[src/design/hosd_pkg.sv]
// Package for the hex octet string deframer: parser phases, result record,
// result kind codes and the hex digit decoder. No dependencies.
`default_nettype none

package hosd_pkg;

  // Parser phase within one frame LL:HH..HH CR LF
  typedef enum logic [2:0] {
    PH_LEN_HI = 3'd0,
    PH_LEN_LO = 3'd1,
    PH_COLON  = 3'd2,
    PH_DAT_HI = 3'd3,
    PH_DAT_LO = 3'd4,
    PH_CR     = 3'd5,
    PH_LF     = 3'd6
  } phase_e;

  localparam logic KIND_DATA = 1'b0;
  localparam logic KIND_DONE = 1'b1;

  localparam logic [7:0] BAD_DIGIT    = 8'd255;
  localparam logic [7:0] MAX_BYTES_RST = 8'd20;

  typedef struct packed {
    logic       kind;
    logic [7:0] data;
    logic [7:0] index;
    logic [7:0] length;
    logic       bad;
    logic       last;
  } result_t;

  // Map A-F, a-f, 0-9 to 0..15; anything else to 255
  function automatic logic [7:0] digit_value(input logic [7:0] c);
    logic [7:0] v;
    v = BAD_DIGIT;
    if (c inside {[8'd65:8'd70]}) v = c - 8'd55;
    else if (c inside {[8'd97:8'd102]}) v = c - 8'd87;
    else if (c inside {[8'd48:8'd57]}) v = c - 8'd48;
    return v;
  endfunction

  // (hi*16 + lo) mod 256
  function automatic logic [7:0] combine(input logic [7:0] hi, input logic [7:0] lo);
    return {hi[3:0], 4'b0000} + lo;
  endfunction

endpackage

`default_nettype wire

[src/design/hex_octet_string_deframer.sv]
// Hex octet string deframer: top level with the max_bytes register.
// Depends on hosd_pkg, hosd_parser and hosd_skid.
//
// Usage:
//   Feed received characters on the input channel (in_valid_i/in_ready_o,
//   rx_char_i), one item per cycle at most. Frames look like LL:HH..HH CR LF;
//   LL is capped at max_bytes and that many hex pairs are decoded.
//   Each decoded byte comes out as a data item (result_kind_o = 0) and the LF
//   yields a frame-complete item (result_kind_o = 1) with the capped length
//   and the frame's bad-digit summary. Other characters produce no item.
//   The config channel (cfg_valid_i/cfg_ready_o, cfg_data_i) writes max_bytes;
//   it is always ready and should be written only while the block is idle.
// Timing:
//   A character is held in an input register and decoded from it there; the
//   result register loads the decoded result, which then drives the outputs.
//   Throughput is one character per cycle while the result side has room, set
//   by the single parse step between the input and result registers.
// Reset and stall:
//   Reset returns the parser to the first length digit, clears the pipeline
//   and sets max_bytes to 20. When the receiver stalls, the result register
//   and a skid entry hold two results and the input register one more
//   character; then input ready drops until the receiver drains.
`default_nettype none

module hex_octet_string_deframer (
  input  wire logic       clk_i,
  input  wire logic       rst_ni,
  input  wire logic       in_valid_i,
  output logic            in_ready_o,
  input  wire logic [7:0] rx_char_i,
  input  wire logic       cfg_valid_i,
  output logic            cfg_ready_o,
  input  wire logic [7:0] cfg_data_i,
  output logic            out_valid_o,
  input  wire logic       out_ready_i,
  output logic            result_kind_o,
  output logic [7:0]      data_byte_o,
  output logic [7:0]      byte_index_o,
  output logic [7:0]      frame_length_o,
  output logic            bad_digit_o,
  output logic            last_o
);

  logic [7:0]        max_bytes_q;
  logic              push_valid;
  logic              push_ready;
  hosd_pkg::result_t push_data;
  hosd_pkg::result_t out_data;

  // Config register: always ready
  assign cfg_ready_o = 1'b1;

  always_ff @(posedge clk_i or negedge rst_ni) begin
    if (!rst_ni) begin
      max_bytes_q <= hosd_pkg::MAX_BYTES_RST;
    end else if (cfg_valid_i) begin
      max_bytes_q <= cfg_data_i;
    end
  end

  // Input register and parse step
  hosd_parser u_parser (
    .clk_i        (clk_i),
    .rst_ni       (rst_ni),
    .in_valid_i   (in_valid_i),
    .in_ready_o   (in_ready_o),
    .rx_char_i    (rx_char_i),
    .max_bytes_i  (max_bytes_q),
    .push_valid_o (push_valid),
    .push_ready_i (push_ready),
    .push_data_o  (push_data)
  );

  // Result register with skid entry
  hosd_skid u_skid (
    .clk_i        (clk_i),
    .rst_ni       (rst_ni),
    .push_valid_i (push_valid),
    .push_ready_o (push_ready),
    .push_data_i  (push_data),
    .out_valid_o  (out_valid_o),
    .out_ready_i  (out_ready_i),
    .out_data_o   (out_data)
  );

  // Unpack the result item onto its field ports
  assign result_kind_o  = out_data.kind;
  assign data_byte_o    = out_data.data;
  assign byte_index_o   = out_data.index;
  assign frame_length_o = out_data.length;
  assign bad_digit_o    = out_data.bad;
  assign last_o         = out_data.last;

endmodule

`default_nettype wire

[src/design/hosd_parser.sv]
// Input register and frame parser of the hex octet string deframer.
// Depends on hosd_pkg.
`default_nettype none

module hosd_parser (
  input  wire logic             clk_i,
  input  wire logic             rst_ni,
  input  wire logic             in_valid_i,
  output logic                  in_ready_o,
  input  wire logic [7:0]       rx_char_i,
  input  wire logic [7:0]       max_bytes_i,
  output logic                  push_valid_o,
  input  wire logic             push_ready_i,
  output hosd_pkg::result_t     push_data_o
);

  logic                 stage_valid_q;
  logic [7:0]           stage_char_q;
  logic                 advance;

  hosd_pkg::phase_e     phase_q, phase_d;
  logic [7:0]           held_q, held_d;
  logic [7:0]           count_q, count_d;
  logic [7:0]           pair_q, pair_d;
  logic                 err_q, err_d;

  logic [7:0]           dig;
  logic [7:0]           len_raw;
  logic                 fin;

  // Advance the held item whenever the result side has room
  assign advance    = stage_valid_q && push_ready_i;
  assign in_ready_o = !stage_valid_q || advance;

  always_ff @(posedge clk_i or negedge rst_ni) begin
    if (!rst_ni) begin
      stage_valid_q <= 1'b0;
    end else if (in_ready_o) begin
      stage_valid_q <= in_valid_i;
    end
  end

  always_ff @(posedge clk_i) begin
    if (in_valid_i && in_ready_o) begin
      stage_char_q <= rx_char_i;
    end
  end

  assign dig     = hosd_pkg::digit_value(stage_char_q);
  assign len_raw = hosd_pkg::combine(held_q, dig);
  assign fin     = ({1'b0, pair_q} + 9'd1) >= {1'b0, count_q};

  // Next state
  always_comb begin
    phase_d = phase_q;
    held_d  = held_q;
    count_d = count_q;
    pair_d  = pair_q;
    err_d   = err_q;
    case (phase_q)
      hosd_pkg::PH_LEN_HI: begin
        err_d   = (dig == hosd_pkg::BAD_DIGIT);
        held_d  = dig;
        pair_d  = 8'd0;
        phase_d = hosd_pkg::PH_LEN_LO;
      end
      hosd_pkg::PH_LEN_LO: begin
        if (dig == hosd_pkg::BAD_DIGIT) err_d = 1'b1;
        count_d = (len_raw > max_bytes_i) ? max_bytes_i : len_raw;
        phase_d = hosd_pkg::PH_COLON;
      end
      hosd_pkg::PH_COLON: begin
        pair_d  = 8'd0;
        phase_d = (count_q == 8'd0) ? hosd_pkg::PH_CR : hosd_pkg::PH_DAT_HI;
      end
      hosd_pkg::PH_DAT_HI: begin
        held_d  = dig;
        if (dig == hosd_pkg::BAD_DIGIT) err_d = 1'b1;
        phase_d = hosd_pkg::PH_DAT_LO;
      end
      hosd_pkg::PH_DAT_LO: begin
        if (dig == hosd_pkg::BAD_DIGIT) err_d = 1'b1;
        if (fin) begin
          phase_d = hosd_pkg::PH_CR;
        end else begin
          pair_d  = pair_q + 8'd1;
          phase_d = hosd_pkg::PH_DAT_HI;
        end
      end
      hosd_pkg::PH_CR: begin
        phase_d = hosd_pkg::PH_LF;
      end
      default: begin
        phase_d = hosd_pkg::PH_LEN_HI;
      end
    endcase
  end

  // Result for the item in the stage
  always_comb begin
    push_valid_o       = 1'b0;
    push_data_o.kind   = hosd_pkg::KIND_DATA;
    push_data_o.data   = len_raw;
    push_data_o.index  = pair_q;
    push_data_o.length = count_q;
    push_data_o.bad    = (dig == hosd_pkg::BAD_DIGIT) || (held_q == hosd_pkg::BAD_DIGIT);
    push_data_o.last   = fin;
    case (phase_q)
      hosd_pkg::PH_DAT_LO: begin
        push_valid_o = advance;
      end
      hosd_pkg::PH_LF: begin
        push_valid_o      = advance;
        push_data_o.kind  = hosd_pkg::KIND_DONE;
        push_data_o.data  = 8'd0;
        push_data_o.index = 8'd0;
        push_data_o.bad   = err_q;
        push_data_o.last  = 1'b0;
      end
      default: begin
        push_valid_o = 1'b0;
      end
    endcase
  end

  always_ff @(posedge clk_i or negedge rst_ni) begin
    if (!rst_ni) begin
      phase_q <= hosd_pkg::PH_LEN_HI;
      held_q  <= 8'd0;
      count_q <= 8'd0;
      pair_q  <= 8'd0;
      err_q   <= 1'b0;
    end else if (advance) begin
      phase_q <= phase_d;
      held_q  <= held_d;
      count_q <= count_d;
      pair_q  <= pair_d;
      err_q   <= err_d;
    end
  end

endmodule

`default_nettype wire

[src/design/hosd_skid.sv]
// Result register with a skid entry for the hex octet string deframer.
// Depends on hosd_pkg.
`default_nettype none

module hosd_skid (
  input  wire logic               clk_i,
  input  wire logic               rst_ni,
  input  wire logic               push_valid_i,
  output logic                    push_ready_o,
  input  wire hosd_pkg::result_t  push_data_i,
  output logic                    out_valid_o,
  input  wire logic               out_ready_i,
  output hosd_pkg::result_t       out_data_o
);

  logic              main_valid_q;
  logic              skid_valid_q;
  hosd_pkg::result_t main_q;
  hosd_pkg::result_t skid_q;

  assign push_ready_o = !skid_valid_q;
  assign out_valid_o  = main_valid_q;
  assign out_data_o   = main_q;

  always_ff @(posedge clk_i or negedge rst_ni) begin
    if (!rst_ni) begin
      main_valid_q <= 1'b0;
      skid_valid_q <= 1'b0;
    end else if (out_ready_i || !main_valid_q) begin
      if (skid_valid_q) begin
        main_valid_q <= 1'b1;
        skid_valid_q <= 1'b0;
      end else begin
        main_valid_q <= push_valid_i;
      end
    end else if (push_valid_i && !skid_valid_q) begin
      skid_valid_q <= 1'b1;
    end
  end

  always_ff @(posedge clk_i) begin
    if (out_ready_i || !main_valid_q) begin
      if (skid_valid_q) begin
        main_q <= skid_q;
      end else if (push_valid_i) begin
        main_q <= push_data_i;
      end
    end else if (push_valid_i && !skid_valid_q) begin
      skid_q <= push_data_i;
    end
  end

endmodule

`default_nettype wire
[config.mk]
export PLATFORM = sky130hd
export DESIGN_NAME = hex_octet_string_deframer
export DESIGN_NICKNAME = d
export VERILOG_FILES = /design/src/design/hosd_pkg.sv /design/src/design/hex_octet_string_deframer.sv /design/src/design/hosd_parser.sv /design/src/design/hosd_skid.sv
export SDC_FILE = /design/constraint.sdc
export NUM_CORES = 1
export LEC_CHECK = 0
export ABC_AREA = 1
export BUFFER_PORTS_ARGS = -buffer_cell sky130_fd_sc_hd__buf_2
export CAP_MARGIN = 20
export CORE_MARGIN = 3
export CORE_UTILIZATION = 44
export CTS_BUF_LIST = sky130_fd_sc_hd__clkbuf_2 sky130_fd_sc_hd__clkbuf_4 sky130_fd_sc_hd__clkbuf_8
export DETAILED_ROUTE_END_ITERATION = 8
export SETUP_SLACK_MARGIN = 0.05
export SYNTH_ARGS = -nofsm -noshare
export SYNTH_HDL_FRONTEND = slang
export SYNTH_HIERARCHICAL = 1
export SYNTH_SLANG_ARGS = --single-unit
[constraint.sdc]
create_clock -name clk_i -period 6.3 [get_ports clk_i]
set_input_delay 1.26 -clock clk_i [delete_from_list [all_inputs] [get_ports clk_i]]
set_output_delay 1.26 -clock clk_i [all_outputs]
set_load 0.02 [all_outputs]
# --- Word-level counts from Yosys, hierarchy flattened ---
# Index checks and enable logic that the tools add are counted.
classes:
  n_bitwise: 1
  n_eq_ne: 10
  n_lt_le_gt_ge: 8
  reduce_logical: 28
  n_addsub: 6
  n_mux: 19
ops:
  columns: ["cell", "n"]
  rows:
  - ["27-bit 2-to-1 mux", 2]
  - ["8-bit 2-to-1 mux", 5]
  - ["3-bit one-hot mux with 6 select lines", 1]
  - ["17-bit 2-to-1 mux", 1]
  - ["8-bit == test (second input constant)", 2]
  - ["8-bit by 7-bit >= comparator with 1-bit output (second input constant)", 2]
  - ["8-bit by 7-bit less-or-equal comparator with 1-bit output (second input constant)", 2]
  - ["8-bit one-hot mux with 2 select lines", 1]
  - ["8-bit by 6-bit subtractor with 8-bit output (second input constant)", 2]
  - ["8-bit by 1-bit adder with 9-bit output (second input constant)", 1]
  - ["3-bit == test (second input constant)", 3]
  - ["9-bit by 8-bit >= comparator with 1-bit output", 1]
  - ["8-bit by 1-bit adder with 8-bit output (second input constant)", 1]
  - ["8-bit adder", 1]
  - ["8-bit by 6-bit >= comparator with 1-bit output (second input constant)", 1]
  - ["8-bit > comparator", 1]
  - ["8-bit by 6-bit less-or-equal comparator with 1-bit output (second input constant)", 1]
  - ["8-bit zero test", 1]
  - ["2-bit AND reduction", 4]
  - ["2-bit nonzero test", 4]
  - ["8-bit by 7-bit subtractor with 8-bit output (second input constant)", 1]
  - ["3-bit by 2-bit == test with 1-bit output (second input constant)", 2]
  - ["1-bit logical AND", 6]
  - ["3-bit 2-to-1 mux", 2]
  - ["other kinds (13)", 24]
word_totals:
  inputBits: 21
  ff_bits: 101
  elab_cells: 94

# --- Depth between registers and ports, before layout ---
# Gate-level depths: netlist of run 1.
logic_depth:
  word_depth: 10
  mapped_depth: 29
  ltp_nobuf: 28

# --- Cells and area by module ---
# Netlist of run 1, hierarchy kept.
modules_own_cells:
  columns: ["module", "seq_area_each_um2", "area_each_um2", "cells_each", "n_inst"]
  rows:
  - ["hosd_parser", 965.9, 3007.9, 428, 1]
  - ["hosd_skid", 1671.6, 2074.5, 154, 1]
  - ["hex_octet_string_deframer", 202.7, 319.1, 36, 1]

# --- Worst setup path before layout of run 1 ---
# OpenSTA, ideal clock, no wires.
synth_timing:
  kind: "register to register"
  startpoint: "register u_parser.stage_char_q[4]"
  endpoint: "register u_parser.count_q[2]"
  period_less_slack_ns: 3.587
  setup_ns: 0.134
  stages_incl_launch_ff: 24
  t_required_ns: 6.166
  t_arrival_ns: 3.454
  n_path_buf: 1
  slack_ns: 2.713
  cell_sequence: "edfxtp_1 ha_1 inv_1 nor2_1 a21oi_2 nand4_1 nand2_1 nand2_1 ha_1 a21oi_1 nand2_1 xnor2_1 inv_1 xor2_1 inv_1 ha_1 nand2_1 nor2_1 nand4_1 nand2_1 clkbuf_1 nand2_1 o211ai_1 o21ai_0"
synth_between:
  elab_chain_len: 8
synth_lines:
  columns: ["element", "line", "source"]
  rows:
  - ["start: declaration", "hosd_parser.sv:18", "logic [7:0] stage_char_q;"]
  - ["start signal: assignment", "hosd_parser.sv:45", "stage_char_q <= rx_char_i;"]
  - ["8-bit by 6-bit >= comparator with 1-bit output / 8-bit by 6-bit less-or-equal comparator with 1-bit output (equally long branches)", "hosd_pkg.sv:39", "else if (c inside {[8'd48:8'd57]}) v = c - 8'd48;"]
  - ["1-bit logical AND", "hosd_pkg.sv:39", null]
  - ["8-bit 2-to-1 mux", "hosd_pkg.sv:39", null]
  - ["8-bit 2-to-1 mux", "hosd_pkg.sv:38", "else if (c inside {[8'd97:8'd102]}) v = c - 8'd87;"]
  - ["8-bit 2-to-1 mux *", "hosd_pkg.sv:37", "if (c inside {[8'd65:8'd70]}) v = c - 8'd55;"]
  - ["named net u_parser.dig[6]", "hosd_parser.sv:27", "logic [7:0] dig;"]
  - ["8-bit adder *", "hosd_pkg.sv:45", "return {hi[3:0], 4'b0000} + lo;"]
  - ["8-bit > comparator *", "hosd_parser.sv:69", "count_d = (len_raw > max_bytes_i) ? max_bytes_i : len_raw;"]
  - ["8-bit 2-to-1 mux *", "hosd_parser.sv:69", null]
  - ["end signal: assignment", "hosd_parser.sv:136", "count_q <= count_d;"]
  - ["end: declaration", "hosd_parser.sv:23", "logic [7:0] count_q, count_d;"]
# The timed path passes the listed nets; every way through them passes the cells marked *.
# A chain may end at the register's enable or synchronous reset.

# --- Final worst setup path of run 1 ---
layout_timing:
  startpoint: "register u_parser.stage_char_q[4]"
  endpoint: "register u_parser.count_q[5]"
# The elaborated chain is that of the path after synthesis.

==> results_dict.tcl, run 1 <==
set metrics [dict create \
    status "complete, no violations" \
    vias 4174 \
    wl_per_cell_um 13.6 \
    synthCells 618 \
    clk_latency_ns 0.38 \
    startpoint_type "flop" \
    peakVddDrop_v 0.000112 \
    worst_setup_path_end_kind "flop" \
    port_buffers 49 \
    rows 39 \
    cp_max_fo 11 \
    die_w_um 117 \
    h-tree-depth 3 \
    grt_pass1_wl_um 18700 \
    final_layout_size_suffix_gt1_share_pct 13.8 \
    pwr-share-clk_pct 21.1 \
    grt_pass1_vias 3850 \
    clockBufferDepth 2 \
    synth_warnings 6 \
    synth_ff_type "edfxtp_1" \
    p_int_uw 1270 \
    place_congestion 0.879 \
    setup_slack_ns 2.20 \
    synthDominantCellAreaShare_pct 34.5 \
    io_pins 51 \
    die_area_um2 13600 \
    synth_nets 668 \
    fp.dieH_um 117 \
    path_class "reg2reg" \
    grtUsageTotal_pct 17.4 \
    synth_area_leader_cell "edfxtp_1" \
    clock_sinks 101 \
    initial_core_util_pct 46.1 \
    period_share_pct 65.1 \
    cellPowerDensity_nw_per_um2 343 \
    yosys_register_bits 101 \
    required_ns 6.57 \
    ys_seq_area_share_pct 52.6 \
    switching_power_uw 776 \
    p_comb_share_pct 33.8 \
    slew-limit-headroom_pct 37.2 \
    p_leak_uw 0.00293 \
    dp_hpwl_um 8250 \
    min_period_ns 4.10 \
    finalPower_uw 2040 \
    syn_avg_cell_area_um2 8.74 \
    cp.arrival_ns 4.37 \
    drt_iter0_markers 290 \
    synth_common_cells "nand2_1, inv_1, edfxtp_1, nor2_1, dfrtp_1" \
    cts-resized-gates 0 \
    drc 0 \
    ant_nets 0 \
    synth_edf_count 62 \
    maxCapViolations 0 \
    antenna_cells 0 \
    hold_path.class "reg2reg" \
    post_cts_buffers 0 \
    synth.most_common_cell "nand2_1" \
    ctsHoldBuffers 0 \
    async_reset_ff_share_pct 38.6 \
    tightestPinTransition_ns 0.942 \
    final-max-slew-violation-count 0 \
    numCtsBuffers 9 \
    hold_violations 0 \
    place_ws_ns 2.27 \
    post-route-util_pct 50.9 \
    clkTransAtPathRegs_ns 0.10 \
    sw_frac_of_total_pct 38.0 \
    wl_um 11100 \
    cts_tree "done" \
    skew_ns 0.00822 \
    fin_nets 717 \
    setup_violations 0 \
    fmax_ghz 0.244 \
    area_delta_synth_final_pct 10.3 \
    core_area_um2 11700 \
    antenna_found_initial 0 \
    ys_types 36 \
    dr.pass1.iters 5 \
    viasPerCell 5.12 \
    grt_max_degree 40 \
    rsz0062_at_grt "no" \
    seqPwrFrac_pct 45.1 \
    cts_root_buf "clkbuf_8" \
    grt_overflow_total 0 \
    holdWs_ns 0.486 \
    netlist_top_cells_area "edfxtp_1, dfrtp_1, nand2_1" \
    syn_area_um2 5400 \
    final.setup.tns_ns 0 \
]
==> flip-flops by register name (all words and copies together) (netlist names) <==
name                    flops
u_skid/out_data_o          27
u_skid/skid_q              27
max_bytes_q                 8
u_parser/count_q            8
u_parser/held_q             8
u_parser/pair_q             8
u_parser/stage_char_q       8
u_parser/phase_q            3
u_parser/err_q              1
u_parser/stage_valid_q      1
u_skid/out_valid_o          1
u_skid/skid_valid_q         1
==> metrics by stage <==
step / instances / instance area [um^2]
after floorplan: 618 / 5400
after global placement: 798 / 5730
after detailed placement: 799 / 5760
after CTS: 815 / 5960
after global routing: 815 / 5960
final: 815 / 5960
==> layout by cell type, fill, tap and decap left out, types with 3 or more instances in the layout <==
cell      netlist  routed
xor2_1          9       9
clkbuf_8        0       9
inv_2           6       6
edfxtp_1       62      62
nand2_2         8       8
ha_1           28      28
nor3_1          4       4
xnor2_1         4       4
o211ai_1        4       4
o21ai_1         4       4
inv_1          70      70
nand3_1        30      30
buf_2           1      49
o21ai_0        14      14
a21oi_1        16      16
nand2_1       219     219
nor2_1         49      47
o22ai_1         6       6
a31oi_1         3       3
nand4_1        13      13
dfrtp_1        37      37
==> layer usage <==
metal	share of wire, %	track usage [%]	vias to the layer above
li1	-	-	2092
met1	51	25.8	1954
met2	43	25.9	114
met3	4.5	2.62	14
met4	1.7	6.88	0
met5	0	0	-
==> cell type report <==
type / count / area (um^2)
fill: 1115 / 5750
sequential: 101 / 2840
multi-input combinational: 425 / 2160
inverter: 78 / 293
timing repair buffer: 52 / 288
tap: 143 / 179
clock buffer: 10 / 131
clock inverter: 6 / 68.8
==> final timing paths <==
kind | startpoint | endpoint | slack [ns] | cells after the start
min in group asynchronous | rst_ni | u_parser/phase_q[1] | 1.00 | 1
setup reg to reg | u_parser/stage_char_q[4] | u_parser/count_q[5] | 2.20 | 22
hold / removal | max_bytes_q[2] | max_bytes_q[2] | 0.49 | 2
hold reg to reg | max_bytes_q[2] | max_bytes_q[2] | 0.49 | 2
max in group asynchronous | rst_ni | max_bytes_q[3] | 4.73 | 1
setup / recovery | u_parser/stage_char_q[4] | u_parser/count_q[5] | 2.20 | 22
==> kinds of logic after synthesis <==
family	after synthesis	share of synthesized area, %
simple gates	331	25.5
flops	101	52.6
buf+inv	92	7.53
compound gates	51	5.40
fa+ha+maj	29	6.86
xor+xnor	13	2.11
other cells	1	0.0694
==> worst max-delay path: stages (launching register included) <==
cell and delay, ns:
edfxtp_1 0.51, ha_1 0.32, inv_1 0.14, nor2_1 0.06, a21oi_2 0.30, nand4_1 0.14, nand2_1 0.11, nand2_1 0.08
ha_1 0.32, a21oi_1 0.15, nand2_1 0.08, xnor2_1 0.13, inv_1 0.06, xor2_1 0.22, inv_1 0.09, ha_1 0.30
nand2_1 0.07, nor2_1 0.13, nand4_1 0.09, nand2_1 0.25, inv_1 0.17, o21ai_0 0.19, o22ai_1 0.09
==> power groups by stage <==
stage / combinational (uW) / sequential (uW) / clock [uW]
floorplan: 499 / 927 / 0
global placement: 659 / 932 / 0
detailed placement: 686 / 935 / 0
CTS: 688 / 921 / 447
global route: 796 / 936 / 470
finish: 690 / 922 / 431
No activity file was read; power rests on OpenSTA's default activity.
==> run 2, diff against run 1 <==
--- a/config.mk
+++ b/config.mk
@@ -5,7 +5,7 @@
 export SDC_FILE = /design/constraint.sdc
 export NUM_CORES = 1
 export LEC_CHECK = 0
-export ABC_AREA = 1
+export ABC_AREA = 0
 export BUFFER_PORTS_ARGS = -buffer_cell sky130_fd_sc_hd__buf_2
 export CAP_MARGIN = 20
 export CORE_MARGIN = 3
==> constraint.sdc (replaced) <==
create_clock -name clk_i -period 4.3 [get_ports clk_i]
set_input_delay 0.86 -clock clk_i [delete_from_list [all_inputs] [get_ports clk_i]]
set_output_delay 0.86 -clock clk_i [all_outputs]
set_load 0.02 [all_outputs]
==> results_dict.tcl, run 2 <==
set metrics [dict create \
    grt_pass1_vias 3461 \
    rows 39 \
    cp.arrival_ns 4.29 \
    initial_core_util_pct 45.9 \
    clock_sinks 101 \
    synth_warnings 6 \
    numCtsBuffers 9 \
    crit_path_max_incr_delay_ns 0.47 \
    startpoint_type "flop" \
    p_leak_uw 0.00251 \
    synth_edf_count 62 \
    final_cell_mix "edfxtp_1, buf_2, dfrtp_1, nand2_1, mux2_2" \
    maxCapViolations 0 \
    grt_overflow_total 0 \
    yosys_register_bits 101 \
    dp_hpwl_um 7730 \
    grtUsageTotal_pct 17.0 \
    die_area_um2 13500 \
    wl_um 11000 \
    antenna_found_initial 0 \
    fillers 1035 \
    skew_ns 0.0106 \
    hold_path.class "reg2reg" \
    final-max-slew-violation-count 0 \
    setup_violations 0 \
    period_share_pct 94.1 \
    drc 0 \
    area_delta_synth_final_pct 12.9 \
    path_class "reg2reg" \
    cp_max_fo 8 \
    viasPerCell 5.55 \
    synthCells 442 \
    mostFrequentLayoutCell "edfxtp_1" \
    vias 3614 \
    grt_max_degree 40 \
    clk_latency_ns 0.38 \
    finalPower_uw 2910 \
    cellPowerDensity_nw_per_um2 484 \
    synth_common_cells "edfxtp_1, dfrtp_1, nand2_1, inv_1, mux2_2" \
    syn_avg_cell_area_um2 12.1 \
    grt_pass1_wl_um 17700 \
    crit_slowest_cell "edfxtp_1" \
    port_buffers 49 \
    fp.dieH_um 116 \
    async_reset_ff_share_pct 38.6 \
    ys_seq_area_share_pct 53.3 \
    clkTransAtPathRegs_ns 0.10 \
    final.setup.tns_ns 0 \
    required_ns 4.54 \
    ctsHoldBuffers 0 \
    hold_violations 0 \
    dr.pass1.iters 4 \
    tightestPinTransition_ns 0.952 \
    synth_ff_type "edfxtp_1" \
    fmax_ghz 0.247 \
    ant_nets 0 \
    multiInputGateArea_um2 2320 \
    netlist_top_cells_area "edfxtp_1, dfrtp_1, mux2_2" \
    core_area_um2 11600 \
    io_pins 51 \
    h-tree-depth 3 \
    peakVddDrop_v 0.000192 \
    synth.most_common_cell "edfxtp_1" \
    final_layout_size_suffix_gt1_share_pct 29.1 \
    place_congestion 0.866 \
    crit_buf_inv 2 \
    min_period_ns 4.04 \
    drt_iter0_markers 318 \
    cts_root_buf "clkbuf_8" \
    synthDominantCellAreaShare_pct 35.0 \
    fin_nets 553 \
    die_w_um 116 \
    synth_nets 492 \
    rsz0062_at_grt "no" \
    critPathTopFamily "compound AO/OA/AOI/OAI gates" \
    ys_types 63 \
    crit_chain "buf_4, nor4b_2, a22o_2, o211ai_1, a22o_2, ha_1, a21o_1, a21oi_1, xnor2_1, xnor2_1, ha_1, and3_1, nand4_1, o21ai_1, a21oi_2, buf_6, mux2i_1, o21ai_0" \
    syn_area_um2 5330 \
    antenna_cells 0 \
    regArea_um2 2840 \
    status "complete, no violations" \
    slew-limit-headroom_pct 36.5 \
    wl_per_cell_um 16.9 \
    synth_area_leader_cell "edfxtp_1" \
    cts_tree "done" \
    worst_setup_path_end_kind "flop" \
    clockBufferDepth 2 \
]
[run 2: changes by cell type after synthesis, sizes merged, moves of 14 or more]
cell	delta
nand3	-25
inv	-43
mux2	+40
nand2	-191
nor2	-27
and2	+14
[run 2: report_power, final]
| part | switching (uW) | total, uW | internal, uW |
|---|---|---|---|
| Clock | 340 | 572 | 232 |
| Sequential | 142 | 1360 | 1220 |
| Combinational | 528 | 975 | 447 |
[run 2: path summary, 6_finish.rpt]
check                                              start             endpoint  slack, ns  cells after the start
max in group asynchronous                         rst_ni       max_bytes_q[3]       3.09                      1
worst min register to register        u_parser/held_q[5]   u_parser/held_q[5]       0.52                      1
worst max register to register  u_parser/stage_char_q[0]  u_parser/count_q[3]       0.26                     18
min in group asynchronous                         rst_ni  u_skid/skid_valid_q       0.61                      1
worst min-delay path                  u_parser/held_q[5]   u_parser/held_q[5]       0.52                      1
worst max-delay path            u_parser/stage_char_q[0]  u_parser/count_q[3]       0.26                     18
[run 2: worst reg2reg max path, cell delays in order, from the launching register on]
cell,delay [ns]
edfxtp_1,0.47
buf_4,0.19
nor4b_2,0.32
a22o_2,0.30
o211ai_1,0.16
a22o_2,0.31
ha_1,0.27
a21o_1,0.18
a21oi_1,0.18
xnor2_1,0.15
xnor2_1,0.17
ha_1,0.29
and3_1,0.21
nand4_1,0.08
o21ai_1,0.07
a21oi_2,0.12
buf_6,0.17
mux2i_1,0.19
o21ai_0,0.09
[run 2: metal layers]
metal	track usage [%]	routed length, um	vias to the layer above
met3	3.81	389	18
met4	6.11	193	0
li1	-	-	1737
met1	24.2	5440	1770
met5	0	0	-
met2	25.7	4950	89
[run 2: stage by stage]
| stage | instance area, um^2 | util (%) | instances | setup WS [ns] | hold WS [ns] |
|---|---|---|---|---|---|
| after floorplan | 5330 | - | 442 | 0.253 | 0.480 |
| after global placement | 5730 | 49.3 | 628 | 0.181 | 0.498 |
| after detailed placement | 5730 | 49.3 | 628 | 0.0197 | 0.503 |
| after CTS | 5930 | 51.0 | 646 | 0.0663 | 0.527 |
| after global routing | 6010 | 51.8 | 651 | 0.0435 | 0.537 |
| final | 6010 | 51.8 | 651 | 0.256 | 0.520 |
[run 2: layout make-up]
type	count	area share, %
timing repair buffer	65	6.14
clock inverter	5	0.749
multi-input combinational	293	38.5
clock buffer	11	2.31
sequential	101	47.2
tap	143	2.98
inverter	33	2.06
[run 2: cell families after synthesis]
family | synth area share, %
AO/OA/AOI/OAI | 12.4
XOR/XNOR | 1.81
adder cells (fa/ha/maj) | 6.95
buffers and inverters | 4.13
flip-flops | 53.3
multiplexers | 10.7
other | 0.0704
AND/OR/NAND/NOR | 10.6
[run 2: what timing repair did]
item	CTS	global route
setup buffers	2	5
pin swaps	2	8
gates resized for setup	0	15
setup endpoints to repair	7	8
==> run 3, diff against run 2 <==
--- a/config.mk
+++ b/config.mk
@@ -8,7 +8,6 @@
 export ABC_AREA = 0
 export BUFFER_PORTS_ARGS = -buffer_cell sky130_fd_sc_hd__buf_2
 export CAP_MARGIN = 20
-export CORE_MARGIN = 3
 export CORE_UTILIZATION = 44
 export CTS_BUF_LIST = sky130_fd_sc_hd__clkbuf_2 sky130_fd_sc_hd__clkbuf_4 sky130_fd_sc_hd__clkbuf_8
 export DETAILED_ROUTE_END_ITERATION = 8
==> constraint.sdc (replaced) <==
create_clock -name clk_i -period 4.45 [get_ports clk_i]
set_input_delay 0.89 -clock clk_i [delete_from_list [all_inputs] [get_ports clk_i]]
set_output_delay 0.89 -clock clk_i [all_outputs]
set_load 0.005 [all_outputs]
==> results_dict.tcl, run 3 (synthesis gave the netlist of run 2 again) <==
set metrics [dict create \
    post-route-util_pct 51.7 \
    skew_ns 0.0114 \
    initial_core_util_pct 45.9 \
    timing.rr.end "u_parser/count_q[5]" \
    required_ns 4.71 \
    antenna_cells 0 \
    viasPerCell 5.50 \
    grt_pass1_vias 3456 \
    crit_buf_inv 2 \
    mostFrequentLayoutCell "edfxtp_1" \
    fp.dieH_um 112 \
    holdPathEnd "u_parser/held_q[4]" \
    final-max-slew-violation-count 0 \
    vias 3581 \
    worst_setup_path_end_kind "flop" \
    area_delta_synth_final_pct 12.8 \
    maxCapViolations 0 \
    crit_slowest_cell "edfxtp_1" \
    die_w_um 112 \
    crit_path_max_incr_delay_ns 0.41 \
    tightestPinTransition_ns 0.922 \
    cellPowerDensity_nw_per_um2 473 \
    setup_violations 0 \
    crit_chain "inv_1, ha_1, or3b_1, a32o_2, a31oi_1, a22o_2, ha_1, a21o_1, a21oi_1, xnor2_1, xnor2_1, ha_1, and3_1, nand4_1, o21ai_1, a21oi_4, buf_4, mux2i_1, o21ai_0" \
    die_area_um2 12500 \
    peakVddDrop_v 0.000188 \
    cp_max_fo 7 \
    holdWs_ns 0.523 \
    cts_root_buf "clkbuf_8" \
    wl_um 10800 \
    port_buffers 49 \
    dp_hpwl_um 7600 \
    grt_pass1_wl_um 17500 \
    grt_max_degree 40 \
    final_layout_size_suffix_gt1_share_pct 28.0 \
    ant_nets 0 \
    antenna_found_initial 0 \
    rrSetupSlack_ns 0.26 \
    p_leak_uw 0.00252 \
    h-tree-depth 3 \
    critPathTopFamily "compound AO/OA/AOI/OAI gates" \
    core_area_um2 11600 \
    clockBufferDepth 2 \
    cp.arrival_ns 4.45 \
    fin_nets 553 \
    cts_tree "done" \
    dr.pass1.iters 6 \
    path_class "reg2reg" \
    place_congestion 0.899 \
    status "finished, violations left" \
    final.setup.tns_ns 0 \
    rows 39 \
    fmax_ghz 0.239 \
    io_pins 51 \
    startpoint_type "flop" \
    min_period_ns 4.19 \
    rsz0062_at_grt "no" \
    drc 4 \
    cp_common_cell "ha_1" \
    clkTransAtPathRegs_ns 0.10 \
    regToRegStartpoint "u_parser/stage_char_q[0]" \
    min_path_cells 1 \
    clk_latency_ns 0.38 \
    drt_iter0_markers 320 \
    clock_sinks 101 \
    hold_violations 0 \
    r2r_cells 19 \
    slew-limit-headroom_pct 38.5 \
    hold_path.class "reg2reg" \
    period_share_pct 94.2 \
    grtUsageTotal_pct 18.0 \
    grt_overflow_total 0 \
    wl_per_cell_um 16.6 \
    violations "design-rule violations" \
    numCtsBuffers 9 \
    final_cell_mix "edfxtp_1, buf_2, dfrtp_1, nand2_1, mux2_2" \
    hold_start "u_parser/held_q[4]" \
]
[run 3: worst reg2reg max path, cell delays in order (launching register included)]
cell and delay [ns]:
edfxtp_1 0.41, inv_1 0.11, ha_1 0.23, or3b_1 0.35, a32o_2 0.33, a31oi_1 0.19
a22o_2 0.22, ha_1 0.24, a21o_1 0.18, a21oi_1 0.20, xnor2_1 0.16, xnor2_1 0.19
ha_1 0.30, and3_1 0.21, nand4_1 0.09, o21ai_1 0.10, a21oi_4 0.13, buf_4 0.17
mux2i_1 0.19, o21ai_0 0.09
[run 3: stage by stage]
stage                     area, um^2  std cells  total power [uW]  setup slack, ns
after floorplan                 5330        442              1950            0.403
after global placement          5740        630              2180            0.215
after detailed placement        5740        630              2200           0.0951
after CTS                       5950        646              2820           0.0528
after global routing            6010        651              3030           0.0479
final                           6010        651              2840            0.258
[run 3: worst max-delay path by stage]
stage                             startpoint             endpoint  slack (ns)  cells after the start
floorplan           u_parser/stage_char_q[0]  u_parser/count_q[6]        0.40                     18
global placement    u_parser/stage_char_q[0]  u_parser/count_q[1]        0.22                     18
detailed placement  u_parser/stage_char_q[0]  u_parser/count_q[3]         0.1                     18
CTS                 u_parser/stage_char_q[0]  u_parser/count_q[3]        0.05                     18
global route        u_parser/stage_char_q[4]  u_parser/count_q[1]        0.05                     18
finish              u_parser/stage_char_q[0]  u_parser/count_q[5]        0.26                     19
[run 3: cell type report]
type	count	area (um^2)
fill	1012	5610
sequential	101	2840
multi-input combinational	293	2290
timing repair buffer	65	365
tap	143	179
clock buffer	9	124
inverter	33	124
clock inverter	7	81.3
[run 3: power by group]
part,leakage (uW),internal (uW),switching [uW]
Sequential,0.00105,1180,141
Clock,0.0000997,269,344
Combinational,0.00137,431,481
Total,0.00252,1880,967
[run 3: timing repair]
action                                  CTS  global route
setup buffers                             0             5
resized for setup                         0             6
endpoints found under the setup margin    0             8
hold buffers                              0             0
[run 3: layer usage]
metal  part of all wire [%]  vias to the layer above  track usage, %
met5                      0                        -               0
li1                       -                     1737               -
met2                     45                       86            27.9
met3                    3.5                       20            3.67
met4                    1.9                        0            7.38
met1                     50                     1738            24.8
